`src/hw/rtl/mexp_pkg.sv`:
```
// ----------------------------------------------------------------------------
// mexp_pkg
// Shared widths and parameter defaults for the modular exponentiation block.
// ----------------------------------------------------------------------------
package mexp_pkg;

    // field widths of one input word and one result word
    localparam int BASE_W = 63;
    localparam int EXP_W  = 63;
    localparam int MODF_W = 31;
    localparam int RES_W  = 31;

    // default datapath sizes
    localparam int MOD_BITS_DEF = 31;
    localparam int EXP_BITS_DEF = 63;

endpackage

```
`src/hw/rtl/mexp_in_if.sv`:
```
// ----------------------------------------------------------------------------
// mexp_in_if
// Operand channel: base, exponent and modulus with valid/ready handshake.
// ----------------------------------------------------------------------------
interface mexp_in_if
    import mexp_pkg::*;
();
    logic              valid;
    logic              ready;
    logic [BASE_W-1:0] base;
    logic [EXP_W-1:0]  exponent;
    logic [MODF_W-1:0] modulus;

    modport source (output valid, output base, output exponent, output modulus,
                    input ready);
    modport sink   (input valid, input base, input exponent, input modulus,
                    output ready);
endinterface

```
`src/hw/rtl/mexp_out_if.sv`:
```
// ----------------------------------------------------------------------------
// mexp_out_if
// Result channel: result and error flag with valid/ready handshake.
// ----------------------------------------------------------------------------
interface mexp_out_if
    import mexp_pkg::*;
();
    logic             valid;
    logic             ready;
    logic [RES_W-1:0] result;
    logic             error;

    modport source (output valid, output result, output error, input ready);
    modport sink   (input valid, input result, input error, output ready);
endinterface

```
`src/hw/rtl/modular_exponentiation.sv`:
```
// ----------------------------------------------------------------------------
// modular_exponentiation
// Computes base^exponent mod modulus by square-and-multiply with a
// bit-serial modular multiplier.
// ----------------------------------------------------------------------------
// One word is in flight at a time. The base is first reduced bit-serially,
// then every one of the EXP_BITS exponent bits costs one modular square,
// plus one modular multiply when the bit is set; each of those scans the
// multiplier one bit per cycle. A zero modulus or zero exponent skips the
// reduction and goes straight to the done state. The reduction, squares
// and multiplies share one shift-add-reduce step. A finished result sits
// in an output register, so the next word is taken while it waits. A zero
// modulus gives error = 1 and result 0; a zero exponent gives 1 for any
// other modulus.
// ----------------------------------------------------------------------------
module modular_exponentiation
    import mexp_pkg::*;
#(
    parameter int MOD_BITS = MOD_BITS_DEF,
    parameter int EXP_BITS = EXP_BITS_DEF
) (
    input  logic        i_clk,
    input  logic        i_rst_n,
    mexp_in_if.sink     i_in,
    mexp_out_if.source  o_out
);

    localparam int T_W   = MOD_BITS + 2;
    localparam int SH_W  = BASE_W;
    localparam int CNT_W = $clog2(SH_W);
    localparam int EC_W  = (EXP_BITS > 1) ? $clog2(EXP_BITS) : 1;

    typedef enum logic [2:0] {
        S_IDLE,
        S_REDUCE,
        S_SQUARE,
        S_MULT,
        S_DONE
    } t_state;

    t_state              r_state;
    logic [MOD_BITS-1:0] r_mod;
    logic [MOD_BITS-1:0] r_acc;
    logic [MOD_BITS-1:0] r_bred;
    logic [MOD_BITS-1:0] r_prod;
    logic [SH_W-1:0]     r_sh;
    logic [CNT_W-1:0]    r_cnt;
    logic [EXP_BITS-1:0] r_exp;
    logic [EC_W-1:0]     r_exp_cnt;
    logic                r_err;
    logic                r_out_valid;
    logic [RES_W-1:0]    r_result;
    logic                r_error;

    logic [MOD_BITS-1:0] w_mod_in;
    logic [EXP_BITS-1:0] w_exp_in;
    logic [T_W-1:0]      w_addend;
    logic [T_W-1:0]      w_t;
    logic [T_W-1:0]      w_t1;
    logic [T_W-1:0]      w_t2;
    logic [MOD_BITS-1:0] n_prod;
    logic                w_accept;
    logic                w_load_out;

    // operands cut to the datapath sizes
    assign w_mod_in = MOD_BITS'(i_in.modulus);
    assign w_exp_in = EXP_BITS'(i_in.exponent);

    assign w_accept   = i_in.valid && i_in.ready;
    assign w_load_out = (r_state == S_DONE) && (!r_out_valid || o_out.ready);

    // shift-add step: t = 2*prod + digit, then remove m or 2m
    always_comb begin
        if (r_state == S_REDUCE) begin
            w_addend = T_W'(r_sh[SH_W-1]);
        end else if (r_sh[SH_W-1]) begin
            w_addend = (r_state == S_MULT) ? T_W'(r_bred) : T_W'(r_acc);
        end else begin
            w_addend = '0;
        end
        w_t  = (T_W'(r_prod) << 1) + w_addend;
        w_t1 = w_t - T_W'(r_mod);
        w_t2 = w_t - (T_W'(r_mod) << 1);
        priority if (!w_t2[T_W-1]) begin
            n_prod = MOD_BITS'(w_t2);
        end else if (!w_t1[T_W-1]) begin
            n_prod = MOD_BITS'(w_t1);
        end else begin
            n_prod = MOD_BITS'(w_t);
        end
    end

    // sequencer and output register
    always_ff @(posedge i_clk) begin
        if (!i_rst_n) begin
            r_state     <= S_IDLE;
            r_out_valid <= 1'b0;
        end else begin
            if (w_load_out) begin
                r_out_valid <= 1'b1;
                r_result    <= RES_W'(r_acc);
                r_error     <= r_err;
            end else if (o_out.ready) begin
                r_out_valid <= 1'b0;
            end

            unique case (r_state)
                S_IDLE: begin
                    if (w_accept) begin
                        r_mod     <= w_mod_in;
                        r_exp     <= w_exp_in;
                        r_exp_cnt <= EC_W'(EXP_BITS - 1);
                        r_sh      <= i_in.base;
                        r_prod    <= '0;
                        r_cnt     <= CNT_W'(SH_W - 1);
                        r_err     <= 1'b0;
                        priority if (w_mod_in == '0) begin
                            r_acc   <= '0;
                            r_err   <= 1'b1;
                            r_state <= S_DONE;
                        end else if (w_exp_in == '0) begin
                            r_acc   <= MOD_BITS'(1);
                            r_state <= S_DONE;
                        end else begin
                            r_acc   <= (w_mod_in == MOD_BITS'(1)) ? '0 : MOD_BITS'(1);
                            r_state <= S_REDUCE;
                        end
                    end
                end
                S_REDUCE: begin
                    r_prod <= n_prod;
                    r_sh   <= r_sh << 1;
                    r_cnt  <= r_cnt - CNT_W'(1);
                    if (r_cnt == '0) begin
                        // reduced base ready, start the first square
                        r_bred  <= n_prod;
                        r_prod  <= '0;
                        r_sh    <= {r_acc, {(SH_W-MOD_BITS){1'b0}}};
                        r_cnt   <= CNT_W'(MOD_BITS - 1);
                        r_state <= S_SQUARE;
                    end
                end
                S_SQUARE, S_MULT: begin
                    r_prod <= n_prod;
                    r_sh   <= r_sh << 1;
                    r_cnt  <= r_cnt - CNT_W'(1);
                    if (r_cnt == '0) begin
                        r_acc  <= n_prod;
                        r_prod <= '0;
                        r_sh   <= {n_prod, {(SH_W-MOD_BITS){1'b0}}};
                        r_cnt  <= CNT_W'(MOD_BITS - 1);
                        priority if ((r_state == S_SQUARE) && r_exp[EXP_BITS-1]) begin
                            r_state <= S_MULT;
                        end else if (r_exp_cnt == '0) begin
                            r_state <= S_DONE;
                        end else begin
                            // next exponent bit
                            r_exp     <= r_exp << 1;
                            r_exp_cnt <= r_exp_cnt - EC_W'(1);
                            r_state   <= S_SQUARE;
                        end
                    end
                end
                S_DONE: begin
                    if (w_load_out) begin
                        r_state <= S_IDLE;
                    end
                end
                default: begin
                    r_state <= S_IDLE;
                end
            endcase
        end
    end

    // ports
    assign i_in.ready   = (r_state == S_IDLE);
    assign o_out.valid  = r_out_valid;
    assign o_out.result = r_result;
    assign o_out.error  = r_error;

    // partial remainder always stays below the modulus
    a_prod_reduced: assert property (@(posedge i_clk) disable iff (!i_rst_n)
        (r_state == S_REDUCE || r_state == S_SQUARE || r_state == S_MULT)
            |-> (r_prod < r_mod))
        else $error("partial remainder not reduced");

    // reduced base below the modulus while it is used
    a_base_reduced: assert property (@(posedge i_clk) disable iff (!i_rst_n)
        (r_state == S_SQUARE || r_state == S_MULT) |-> (r_bred < r_mod))
        else $error("reduced base out of range");

    // an error word carries a zero result
    a_error_zero: assert property (@(posedge i_clk) disable iff (!i_rst_n)
        (o_out.valid && o_out.error) |-> (o_out.result == '0))
        else $error("error word with nonzero result");

    // an accepted word leaves idle at once
    a_accept_busy: assert property (@(posedge i_clk) disable iff (!i_rst_n)
        w_accept |=> (r_state != S_IDLE))
        else $error("accepted word not started");

endmodule

```
`src/flat_wrapper.sv`:
```
// flat-port wrapper written by rule: the top's interface ports become plain ports
module modular_exponentiation_flat import mexp_pkg::*;
#(
    parameter int MOD_BITS = MOD_BITS_DEF,
    parameter int EXP_BITS = EXP_BITS_DEF
)
  (i_clk, i_rst_n, i_in_valid, i_in_base, i_in_exponent, i_in_modulus, i_in_ready, o_out_valid, o_out_result, o_out_error, o_out_ready);
  mexp_in_if i_in_i ();
  mexp_out_if o_out_i ();
  input  logic i_clk;
  input  logic i_rst_n;
  input wire logic [$bits(i_in_i.valid)-1:0] i_in_valid;
  input wire logic [$bits(i_in_i.base)-1:0] i_in_base;
  input wire logic [$bits(i_in_i.exponent)-1:0] i_in_exponent;
  input wire logic [$bits(i_in_i.modulus)-1:0] i_in_modulus;
  output wire logic [$bits(i_in_i.ready)-1:0] i_in_ready;
  output wire logic [$bits(o_out_i.valid)-1:0] o_out_valid;
  output wire logic [$bits(o_out_i.result)-1:0] o_out_result;
  output wire logic [$bits(o_out_i.error)-1:0] o_out_error;
  input wire logic [$bits(o_out_i.ready)-1:0] o_out_ready;
  assign i_in_i.valid = i_in_valid;
  assign i_in_i.base = i_in_base;
  assign i_in_i.exponent = i_in_exponent;
  assign i_in_i.modulus = i_in_modulus;
  assign i_in_ready = i_in_i.ready;
  assign o_out_valid = o_out_i.valid;
  assign o_out_result = o_out_i.result;
  assign o_out_error = o_out_i.error;
  assign o_out_i.ready = o_out_ready;
  modular_exponentiation #(.MOD_BITS(MOD_BITS), .EXP_BITS(EXP_BITS)) u_core (.i_clk(i_clk), .i_rst_n(i_rst_n), .i_in(i_in_i), .o_out(o_out_i));
endmodule
```
`config.mk`:
```
export PLATFORM = sky130hd
export DESIGN_NAME = modular_exponentiation_flat
export DESIGN_NICKNAME = d
export VERILOG_FILES = /design/src/hw/rtl/mexp_pkg.sv /design/src/hw/rtl/mexp_in_if.sv /design/src/hw/rtl/mexp_out_if.sv /design/src/hw/rtl/modular_exponentiation.sv /design/src/flat_wrapper.sv
export SDC_FILE = /design/constraint.sdc
export NUM_CORES = 1
export LEC_CHECK = 0
export ABC_AREA = 1
export BUFFER_PORTS_ARGS = -buffer_cell sky130_fd_sc_hd__buf_4
export CELL_PAD_IN_SITES_DETAIL_PLACEMENT = 0
export CELL_PAD_IN_SITES_GLOBAL_PLACEMENT = 1
export CORE_UTILIZATION = 45
export CTS_CLUSTER_DIAMETER = 100
export DETAILED_ROUTE_END_ITERATION = 8
export PLACE_DENSITY_LB_ADDON = 0.1
export SYNTH_ARGS = -nofsm -noshare
export SYNTH_HDL_FRONTEND = slang
export SYNTH_SLANG_ARGS = --single-unit
```
`constraint.sdc`:
```
create_clock -name i_clk -period 6.1 [get_ports i_clk]
set_input_delay 0 -clock i_clk [delete_from_list [all_inputs] [get_ports i_clk]]
set_output_delay 0 -clock i_clk [all_outputs]
set_load 0.01 [all_outputs]
```
# Yosys cells after proc, flatten, opt, wreduce, memory -nomap -nowiden
# Cells that the tools add are included.
[word_totals]
regBits = 299
latchBits = 0
ram_bits = 0
rom_bits = 0
inputBits = 161
output_inout_bits = 34
elab_cells = 95
memories = 0
[classes]
n_addsub = 5
mul = 0
n_div = 0
n_lt_le_gt_ge = 0
eq_ne = 11
n_shift = 0
mux = 42
n_bitwise = 0
n_reduce_logical = 24
[ops]
columns = ["op", "n"]
rows = [
  ["two-way mux 63 bit", 7],
  ["two-way mux 31 bit", 9],
  ["case mux 63 bit (3 select lines)", 1],
  ["case mux 63 bit (2 select lines)", 1],
  ["case mux 31 bit (2 select lines)", 2],
  ["two-way mux 33 bit", 2],
  ["logical NOT 63 bit", 1],
  ["adder 32 x 33 -> 33 bit", 1],
  ["subtractor 33 x 31 -> 33 bit", 1],
  ["subtractor 33 x 32 -> 33 bit", 1],
  ["equality test 31 x 1 -> 1 bit, second input constant", 1],
  ["logical NOT 31 bit", 1],
  ["two-way mux 6 bit", 5],
  ["two-way mux 3 bit", 8],
  ["case mux 6 bit (2 select lines)", 2],
  ["logical NOT 6 bit", 2],
  ["case mux 3 bit (4 select lines)", 1],
  ["AND reduction 3 bit", 4],
  ["subtractor 6 x 1 -> 6 bit, second input constant", 2],
  ["!= test 2 bit, second input constant", 4],
  ["AND reduction 4 bit", 2],
  ["equality test 3 x 2 -> 1 bit, second input constant", 2],
  ["AND reduction 6 bit", 1],
  ["nonzero test 2 bit", 3],
  ["12 further kinds", 18],
]

# Depth between registers and ports, before layout
# Gate-level depths: netlist (run 1).
[logic_depth]
depth_word = 10
depth_mapped = 39
ltp_nobuf = 37

# Least setup slack after synthesis (run 1)
# No wires, ideal clock.
[synth_timing]
path_kind = "register to register"
start = "reg u_core.r_cnt[0]"
end = "reg u_core.r_exp[0], enable pin"
arrival_ps = 4288
setup_slack_ps = 1389
path_stages_with_launch = 8
n_path_buf = 0
cell_sequence = "edfxtp_1 -> inv_1 -> ha_1 -> nand4_1 -> nand2_1 -> nand2_1 -> a21oi_1 -> o211a_1"
[synth_between]
elab_chain_cells = 3
[synth_lines]
columns = ["item", "line", "text"]
rows = [
  ["start, declared", "modular_exponentiation.sv:47", "logic [CNT_W-1:0] r_cnt;"],
  ["start signal, assigned", "modular_exponentiation.sv:115", "r_cnt <= CNT_W'(SH_W - 1);"],
  ["start signal, assigned", "modular_exponentiation.sv:133", "r_cnt <= r_cnt - CNT_W'(1);"],
  ["start signal, assigned", "modular_exponentiation.sv:139", "r_cnt <= CNT_W'(MOD_BITS - 1);"],
  ["logical NOT 6 bit", "modular_exponentiation.sv:147", "if (r_cnt == '0) begin"],
  ["!= test 2 x 1 -> 1 bit (no source line)", "-", ""],
  ["AND reduction 6 bit (no source line)", "-", ""],
  ["end signal, assigned", "modular_exponentiation.sv:111", "r_exp <= w_exp_in;"],
  ["end signal, assigned", "modular_exponentiation.sv:158", "r_exp <= r_exp << 1;"],
  ["end, declared", "modular_exponentiation.sv:48", "logic [EXP_BITS-1:0] r_exp;"],
]
# No other way between the ends.
# A chain may end at the register's enable or synchronous reset.

# Final worst setup path (run 1)
[layout_timing]
start = "reg u_core.r_state[0]"
end = "reg u_core.r_sh[34], data pin"
[layout_between]
elab_chain_cells = 10
[layout_lines]
columns = ["item", "line", "text"]
rows = [
  ["start, declared", "modular_exponentiation.sv:41", "t_state r_state;"],
  ["start signal, assigned", "modular_exponentiation.sv:96", "r_state <= S_IDLE;"],
  ["start signal, assigned", "modular_exponentiation.sv:120", "r_state <= S_DONE;"],
  ["start signal, assigned", "modular_exponentiation.sv:123", "r_state <= S_DONE;"],
  ["equality test 3 x 2 -> 1 bit", "modular_exponentiation.sv:77, modular_exponentiation.sv:107", ""],
  ["two-way mux 31 bit", "modular_exponentiation.sv:77", "w_addend = (r_state == S_MULT) ? T_W'(r_bred) : T_W'(r_acc);"],
  ["two-way mux 33 bit", "modular_exponentiation.sv:76", "end else if (r_sh[SH_W-1]) begin"],
  ["two-way mux 33 bit", "modular_exponentiation.sv:74", "if (r_state == S_REDUCE) begin"],
  ["adder 32 x 33 -> 33 bit", "modular_exponentiation.sv:81", "w_t = (T_W'(r_prod) << 1) + w_addend;"],
  ["subtractor 33 x 31 -> 33 bit", "modular_exponentiation.sv:82", "w_t1 = w_t - T_W'(r_mod);"],
  ["two-way mux 31 bit", "modular_exponentiation.sv:86", "end else if (!w_t1[T_W-1]) begin"],
  ["two-way mux 31 bit", "modular_exponentiation.sv:84", "priority if (!w_t2[T_W-1]) begin"],
  ["two-way mux 63 bit", "modular_exponentiation.sv:147", ""],
  ["case mux 63 bit (3 select lines) *", "modular_exponentiation.sv:107", "unique case (r_state)"],
  ["end signal, assigned", "modular_exponentiation.sv:113", "r_sh <= i_in.base;"],
  ["end signal, assigned", "modular_exponentiation.sv:145", "r_sh <= r_sh << 1;"],
  ["end signal, assigned", "modular_exponentiation.sv:150", "r_sh <= {n_prod, {(SH_W-MOD_BITS){1'b0}}};"],
  ["end, declared", "modular_exponentiation.sv:46", "logic [SH_W-1:0] r_sh;"],
]
# Every way passes the cells marked *; elsewhere a longest branch is shown, timed or not.

==> metrics.txt, run 1 <==
post-route ant nets=0; register area=0.00894 mm^2; initial core utilization=between 40% and 50%; met1 Usage GRT=42.8%; CP arrival=5.96 ns; GRT Overall Usage=around 28%; Core Box Area=roughly 0.042 mm^2; critical setup path kind=flop to flop; Initial DRT Pass Iterations=5; port buffer count=~190; Slowest cell on crit path=fa_1; fin crit share=~93%; first-pass GRT wire length=approximately 95,000 um; detailed placement HPWL=about 47,000 um; gpl congestion=approximately 0.96; commonest non-fill, non-tap cell in the layout=nand2_1; Inst Count DP=around 3,000; min Tclk post-route=approximately 5.7 ns; GR Overflow Total=0; via/cell ratio=roughly 5.3; Final Hold Viols=0; total detailed-routing wirelength=between 60,000 and 70,000 um; number of CTS-inserted buffers=34; setup violators final=0; Max Fanout on Critical Path=16; Residual DRC=0; RSZ-0062 raised after global routing=no; Die W=roughly 210 um; CTS tree=yes; Post-Layout Cell Count=approximately 3,300; num rows=between 70 and 80; largest net degree at the start of global routing=approximately 110; gr busiest metal=met1; hold-critical path endpoint=u_core.r_mod[9]$_DFFE_PP_; placed cell area=0.0215 mm^2; Worst-path clk slew=approximately 0.060 ns; CP max stage delay=0.46 ns; CP Capture Type=flop; Layout area overhead=24.8%; Layout Nets=roughly 3,000; most frequent cells in the layout=nand2_1, inv_1, edfxtp_1; multi-input logic area=0.00907 mm^2; syn avg cell area=slightly above 8 um^2; Reg-to-Reg End=u_core.r_sh[34]$_DFFE_PP_; DR iter-0 viols=roughly 1,600; Global Route met2 Usage=41.8%; slew at the pin closest to its max-slew limit=between 1 and 1.5 ns; vias=17,400; setup slack, reg-to-reg=between 0.4 and 0.5 ns; ant diodes=0; FF-to-FF Start=u_core.r_state[0]$_SDFFE_PN0P_; worst path required time=6.38 ns; Filler Cell Count=a little under 4,000; proportion of synthesized chip area in sequential cells=46.0%; die footprint=0.0441 mm^2; Hold Crit Class=primary input to flop; post-synth cell types=52; die height=roughly 210 um; Ys Warns=0; Worst setup SP type=flop; R2R depth=28; f_max=0.176 GHz; vias in the first global route=between 15,000 and 20,000; Rel. slew slack=between 20% and 30%; hold_ws=around 0.2 ns; proportion of layout cells with a drive suffix above 1=approximately an eighth; Min-Delay Startpoint=i_in_modulus[9]; Syn Std Cell Area=~0.02 mm^2; Final Max Tran Viols=0; clock sinks=around 300; wire length per cell=about 19 um; root buffer cell=clkbuf_16; met3 Resource Use GR=4.19%; max-cap viol count=0; H-tree depth=2; status=finished clean; CP most frequent cell=nand2_1; post-synth net total=roughly 2,600; Clk Latency, worst-skew pair=roughly 0.53 ns; Fin Clk Skew=0.0126 ns; Hold Path Depth=2; Post-Synthesis Cells=2,351; io pins=a little under 200; final instance area=about 0.024 mm^2; Max clock buf depth=3; Fin Setup TNS=0 ns; synthesized flop and latch total=approximately 300; antenna violations before repair=0
[cells by family (layout without fill, tap and decap cells)]
| group | after synthesis | count (layout) | share of synthesized area, % |
|---|---|---|---|
| AOI/OAI and AO/OA | 340 | 340 | 10.5 |
| xor gates and xnor gates | 71 | 71 | 3.20 |
| adders and majority gates | 98 | 98 | 6.42 |
| buffers and inverters | 378 | 748 | 7.81 |
| DFF | 299 | 299 | 46.0 |
| and+or+nand+nor | 1165 | 1165 | 26.1 |
[critical path, delay by kind of cell (launching register included)]
family | cells | cell delay, ns
XOR/XNOR | 1 | 0.29
AO/OA/AOI/OAI | 6 | 1.33
AND/OR/NAND/NOR | 14 | 1.80
adder cells (fa/ha/maj) | 3 | 1.06
flip-flops | 1 | 0.33
buffers and inverters | 4 | 0.60
[worst max-delay path by stage]
stage / from / endpoint
2_1_floorplan: u_core.r_cnt[0]$_SDFFCE_PP0P_ / u_core.r_exp[0]$_SDFFCE_PN0P_
3_5_place_dp: u_core.r_state[2]$_SDFFE_PN0P_ / u_core.r_sh[62]$_DFFE_PP_
3_3_place_gp: u_core.r_state[2]$_SDFFE_PN0P_ / u_core.r_sh[62]$_DFFE_PP_
5_1_grt: u_core.r_state[0]$_SDFFE_PN0P_ / u_core.r_sh[62]$_DFFE_PP_
6_report: u_core.r_state[0]$_SDFFE_PN0P_ / u_core.r_sh[34]$_DFFE_PP_
4_1_cts: u_core.r_state[2]$_SDFFE_PN0P_ / u_core.r_sh[62]$_DFFE_PP_
[cells in the mapped netlist (all sizes together)]
cell type,count,area [um^2]
a22o,31,272
nor2,242,921
inv,307,1150
o221ai,1,8.76
a31oi,3,18.8
nand3,163,941
a211oi,2,15.0
clkbuf,41,154
o21a,31,233
or2,8,50.1
o21ai,125,629
nor3,48,250
xnor2,37,324
xor2,34,298
fa,3,60.1
o21bai,12,90.1
nand2,637,2470
a21oi,109,568
o211a,2,20.0
o22ai,1,6.26
and2,2,12.5
clkinv,2,7.51
o2111ai,1,8.76
o211ai,1,7.51
a22oi,2,15.0
nand3b,19,150
buf,28,205
nand4,27,175
ha,95,1190
edfxtp,295,8860
a21boi,3,22.5
a31o,1,8.76
dfxtp,4,80.1
nor4,19,119
a21o,15,113
[metrics by stage]
stage               setup WS (ns)  util, %
floorplan                    1.39        -
global placement            0.362     50.9
detailed placement          0.296     50.9
CTS                         0.292     57.2
global route              0.00109     57.3
finish                      0.419     57.3
[final cells by class]
cell class / count / share of cell area [%]
clock buffers: 44 / 3.83
clock inverters: 14 / 0.510
inverters: 309 / 4.79
multi-input cells: 1674 / 37.4
flip-flops and latches: 299 / 36.8
well taps: 577 / 2.98
repair buffers: 381 / 13.6
[what timing repair did]
item,CTS,global route
resized for setup,0,11
setup buffers,0,0
hold endpoints to repair,162,0
hold buffers,161,0
setup endpoints to repair,0,53
[state kept, by name, indices dropped and copies added (netlist names)]
| name | flops |
|---|---|
| u_core.o_out.error | 1 |
| u_core.o_out.result | 31 |
| u_core.o_out.valid | 1 |
| u_core.r_acc | 31 |
| u_core.r_bred | 31 |
| u_core.r_cnt | 6 |
| u_core.r_err | 1 |
| u_core.r_exp | 63 |
| u_core.r_exp_cnt | 6 |
| u_core.r_mod | 31 |
| u_core.r_prod | 31 |
| u_core.r_sh | 63 |
| u_core.r_state | 3 |
[per-layer routing]
metal / up-vias / part of all wire [%] / wire [um]
met4: 0 / 1.6 / 995
met1: 8222 / 49 / 30400
met2: 544 / 43 / 26600
li1: 8562 / - / -
met3: 65 / 6.4 / 3990
met5: - / 0 / 0
Power of run 1 is left out: the tool's default activity adds up to more than one toggle a clock period on the data nets, which glitch-free logic cannot reach.
==> run 2, diff against run 1 <==
--- a/config.mk
+++ b/config.mk
@@ -12,7 +12,7 @@
 export CORE_UTILIZATION = 45
 export CTS_CLUSTER_DIAMETER = 100
 export DETAILED_ROUTE_END_ITERATION = 8
-export PLACE_DENSITY_LB_ADDON = 0.1
+export PLACE_DENSITY_LB_ADDON = 0.2
 export SYNTH_ARGS = -nofsm -noshare
 export SYNTH_HDL_FRONTEND = slang
 export SYNTH_SLANG_ARGS = --single-unit
==> run 2 against run 1 <==
  * Register-to-register slack better by 0.06 ns
  * Clock skew is 0.012 ns higher
  * Maximum frequency is 1.1% higher
  * Final area is 0.64% higher
  * Sequential share of layout area is 0.24 points lower
  * Global-route usage is 0.97 points higher
  * Via count is 1.2% higher
  * Critical path depth is 5 higher
  * Largest cell class unchanged
==> metrics.txt, run 2 (synthesized netlist as in run 1, its figures left out) <==
fin crit share=92.2% (was 93.1%); number of CTS-inserted buffers=36 (was 34); first-pass GRT wire length=97,200 um (was 94,800 um); multi-input logic area=0.00909 mm^2 (was 0.00907 mm^2); Slowest cell on crit path=ha_1 (was fa_1); Max Fanout on Critical Path=30 (was 16); wire length per cell=19.4 um (was 18.8 um); Residual DRC=0 (unchanged); Fin Clk Skew=0.0241 ns (was 0.0126 ns); root buffer cell=clkbuf_16 (unchanged); Layout area overhead=25.6% (was 24.8%); clock sinks=299 (unchanged); Fin Setup TNS=0 ns (unchanged); port buffer count=194 (unchanged); GRT Overall Usage=29.0% (was 28.0%); status=finished clean (unchanged); Hold Crit Class=primary input to flop (unchanged); Filler Cell Count=3,796 (was 3,863); Layout Nets=2,964 (was 2,958); register area=0.00894 mm^2 (about the same); die height=210 um (unchanged); gpl congestion=0.958 (was 0.955); commonest non-fill, non-tap cell in the layout=nand2_1 (unchanged); Post-CTS Setup Inserts=0 (unchanged); H-tree depth=2 (unchanged); end of the critical path=u_core.r_sh[38]$_DFFE_PP_ (was u_core.r_sh[34]$_DFFE_PP_); Core Box Area=0.0423 mm^2 (unchanged); Worst-path clk slew=0.06 ns (about the same); min Tclk post-route=5.62 ns (was 5.68 ns); most frequent cells in the layout=nand2_1, inv_1, edfxtp_1 (unchanged); Worst Setup SP=u_core.r_state[0]$_SDFFE_PN0P_ (unchanged); Die W=210 um (unchanged); max-cap viol count=0 (unchanged); CTS tree=yes (unchanged); num rows=75 (unchanged); io pins=195 (unchanged); post-route ant nets=0 (unchanged); die footprint=0.0441 mm^2 (unchanged); detailed placement HPWL=47,400 um (was 47,000 um); Max clock buf depth=3 (unchanged); CP most frequent cell=nand2_1 (unchanged); vias=17,600 (was 17,400); Rel. slew slack=18.2% (was 20.5%); proportion of layout cells with a drive suffix above 1=13.4% (was 13.1%); Reg-to-Reg End=u_core.r_sh[38]$_DFFE_PP_ (was u_core.r_sh[34]$_DFFE_PP_); total detailed-routing wirelength=64,200 um (was 62,000 um); vias in the first global route=17,000 (was 16,800); DR iter-0 viols=1,414 (was 1,580); CP max stage delay=0.37 ns (was 0.46 ns); FF-to-FF Start=u_core.r_state[0]$_SDFFE_PN0P_ (unchanged); GR Overflow Total=0 (unchanged); RSZ-0062 raised after global routing=no (unchanged); antenna violations before repair=0 (unchanged); worst path required time=6.40 ns (was 6.38 ns); Worst setup SP type=flop (unchanged); critical setup path kind=flop to flop (unchanged); largest net degree at the start of global routing=115 (was 108); Final Hold Viols=0 (unchanged); slew at the pin closest to its max-slew limit=1.23 ns (was 1.19 ns); R2R depth=33 (was 28); CP Capture Type=flop (unchanged); setup violators final=0 (unchanged); setup slack, reg-to-reg=0.48 ns (was 0.42 ns); Final Max Tran Viols=0 (unchanged); f_max=0.178 GHz (was 0.176 GHz); Initial DRT Pass Iterations=5 (unchanged); via/cell ratio=5.32 (was 5.27); ant diodes=0 (unchanged); biggest regs=u_core.r_exp (63), u_core.r_sh (63) (unchanged); initial core utilization=46.0% (unchanged); Clk Latency, worst-skew pair=0.55 ns (was 0.53 ns); Hold Path Depth=5 (was 2); CP arrival=5.92 ns (was 5.96 ns)
==> run 2: routing by layer <==
layer	global-route usage [%]	wire length [um]	share of wire [%]	vias up
li1	-	-	-	8578
met2	44.9	28500	44	590
met4	7.78	1430	2.2	0
met3	5.00	4270	6.7	80
met1	41.8	29900	47	8355
met5	0	0	0	-
==> run 2: timing repair <==
| item | 4_1_cts | 5_1_grt |
|---|---|---|
| hold buffers | 160 | 0 |
| hold endpoints to repair | 165 | 0 |
| gates resized for setup | 0 | 12 |
| setup endpoints to repair | 0 | 121 |
==> run 2: area by class of cell <==
class	count	area share, %
flip-flops and latches	299	36.6
multi-input cells	1674	37.2
inverters	309	4.77
clock buffers	42	3.78
well taps	577	2.96
repair buffers	385	13.7
clock inverters	23	0.927
==> run 2: stage by stage <==
stage / util [%] / setup WS (ns) / area (um^2) / hold WS (ns) / instances
floorplan: - / 1.39 / 19400 / 0.0989 / 2351
finish: 57.7 / 0.478 / 24400 / 0.0294 / 3309
global route: 57.7 / 0.0160 / 24400 / 0.0633 / 3309
CTS: 57.6 / 0.106 / 24400 / 0.00407 / 3309
global placement: 51.1 / 0.114 / 21600 / 0.188 / 3084
detailed placement: 51.1 / 0.137 / 21600 / 0.190 / 3084
==> run 2: worst min-delay path by stage <==
stage,endpoint,startpoint,slack [ns]
after CTS,u_core.r_state[1]$_SDFFE_PN0P_,i_in_valid,0.004
after floorplan,u_core.r_mod[0]$_DFFE_PP_,i_in_modulus[0],0.1
after detailed placement,u_core.r_mod[13]$_DFFE_PP_,i_in_modulus[13],0.19
after global placement,u_core.r_mod[20]$_DFFE_PP_,i_in_modulus[20],0.19
after global routing,u_core.r_state[0]$_SDFFE_PN0P_,i_in_valid,0.06
final,u_core.r_state[1]$_SDFFE_PN0P_,i_in_valid,0.03
==> run 2: critical path, delay by kind of cell (launching register included) <==
family	cells	cell delay, ns
and+or+nand+nor	21	2.51
AOI/OAI and AO/OA	5	1.00
buffers and inverters	5	0.75
adders and majority gates	2	0.74
DFF	1	0.33
Power of run 2 is left out for the same reason.
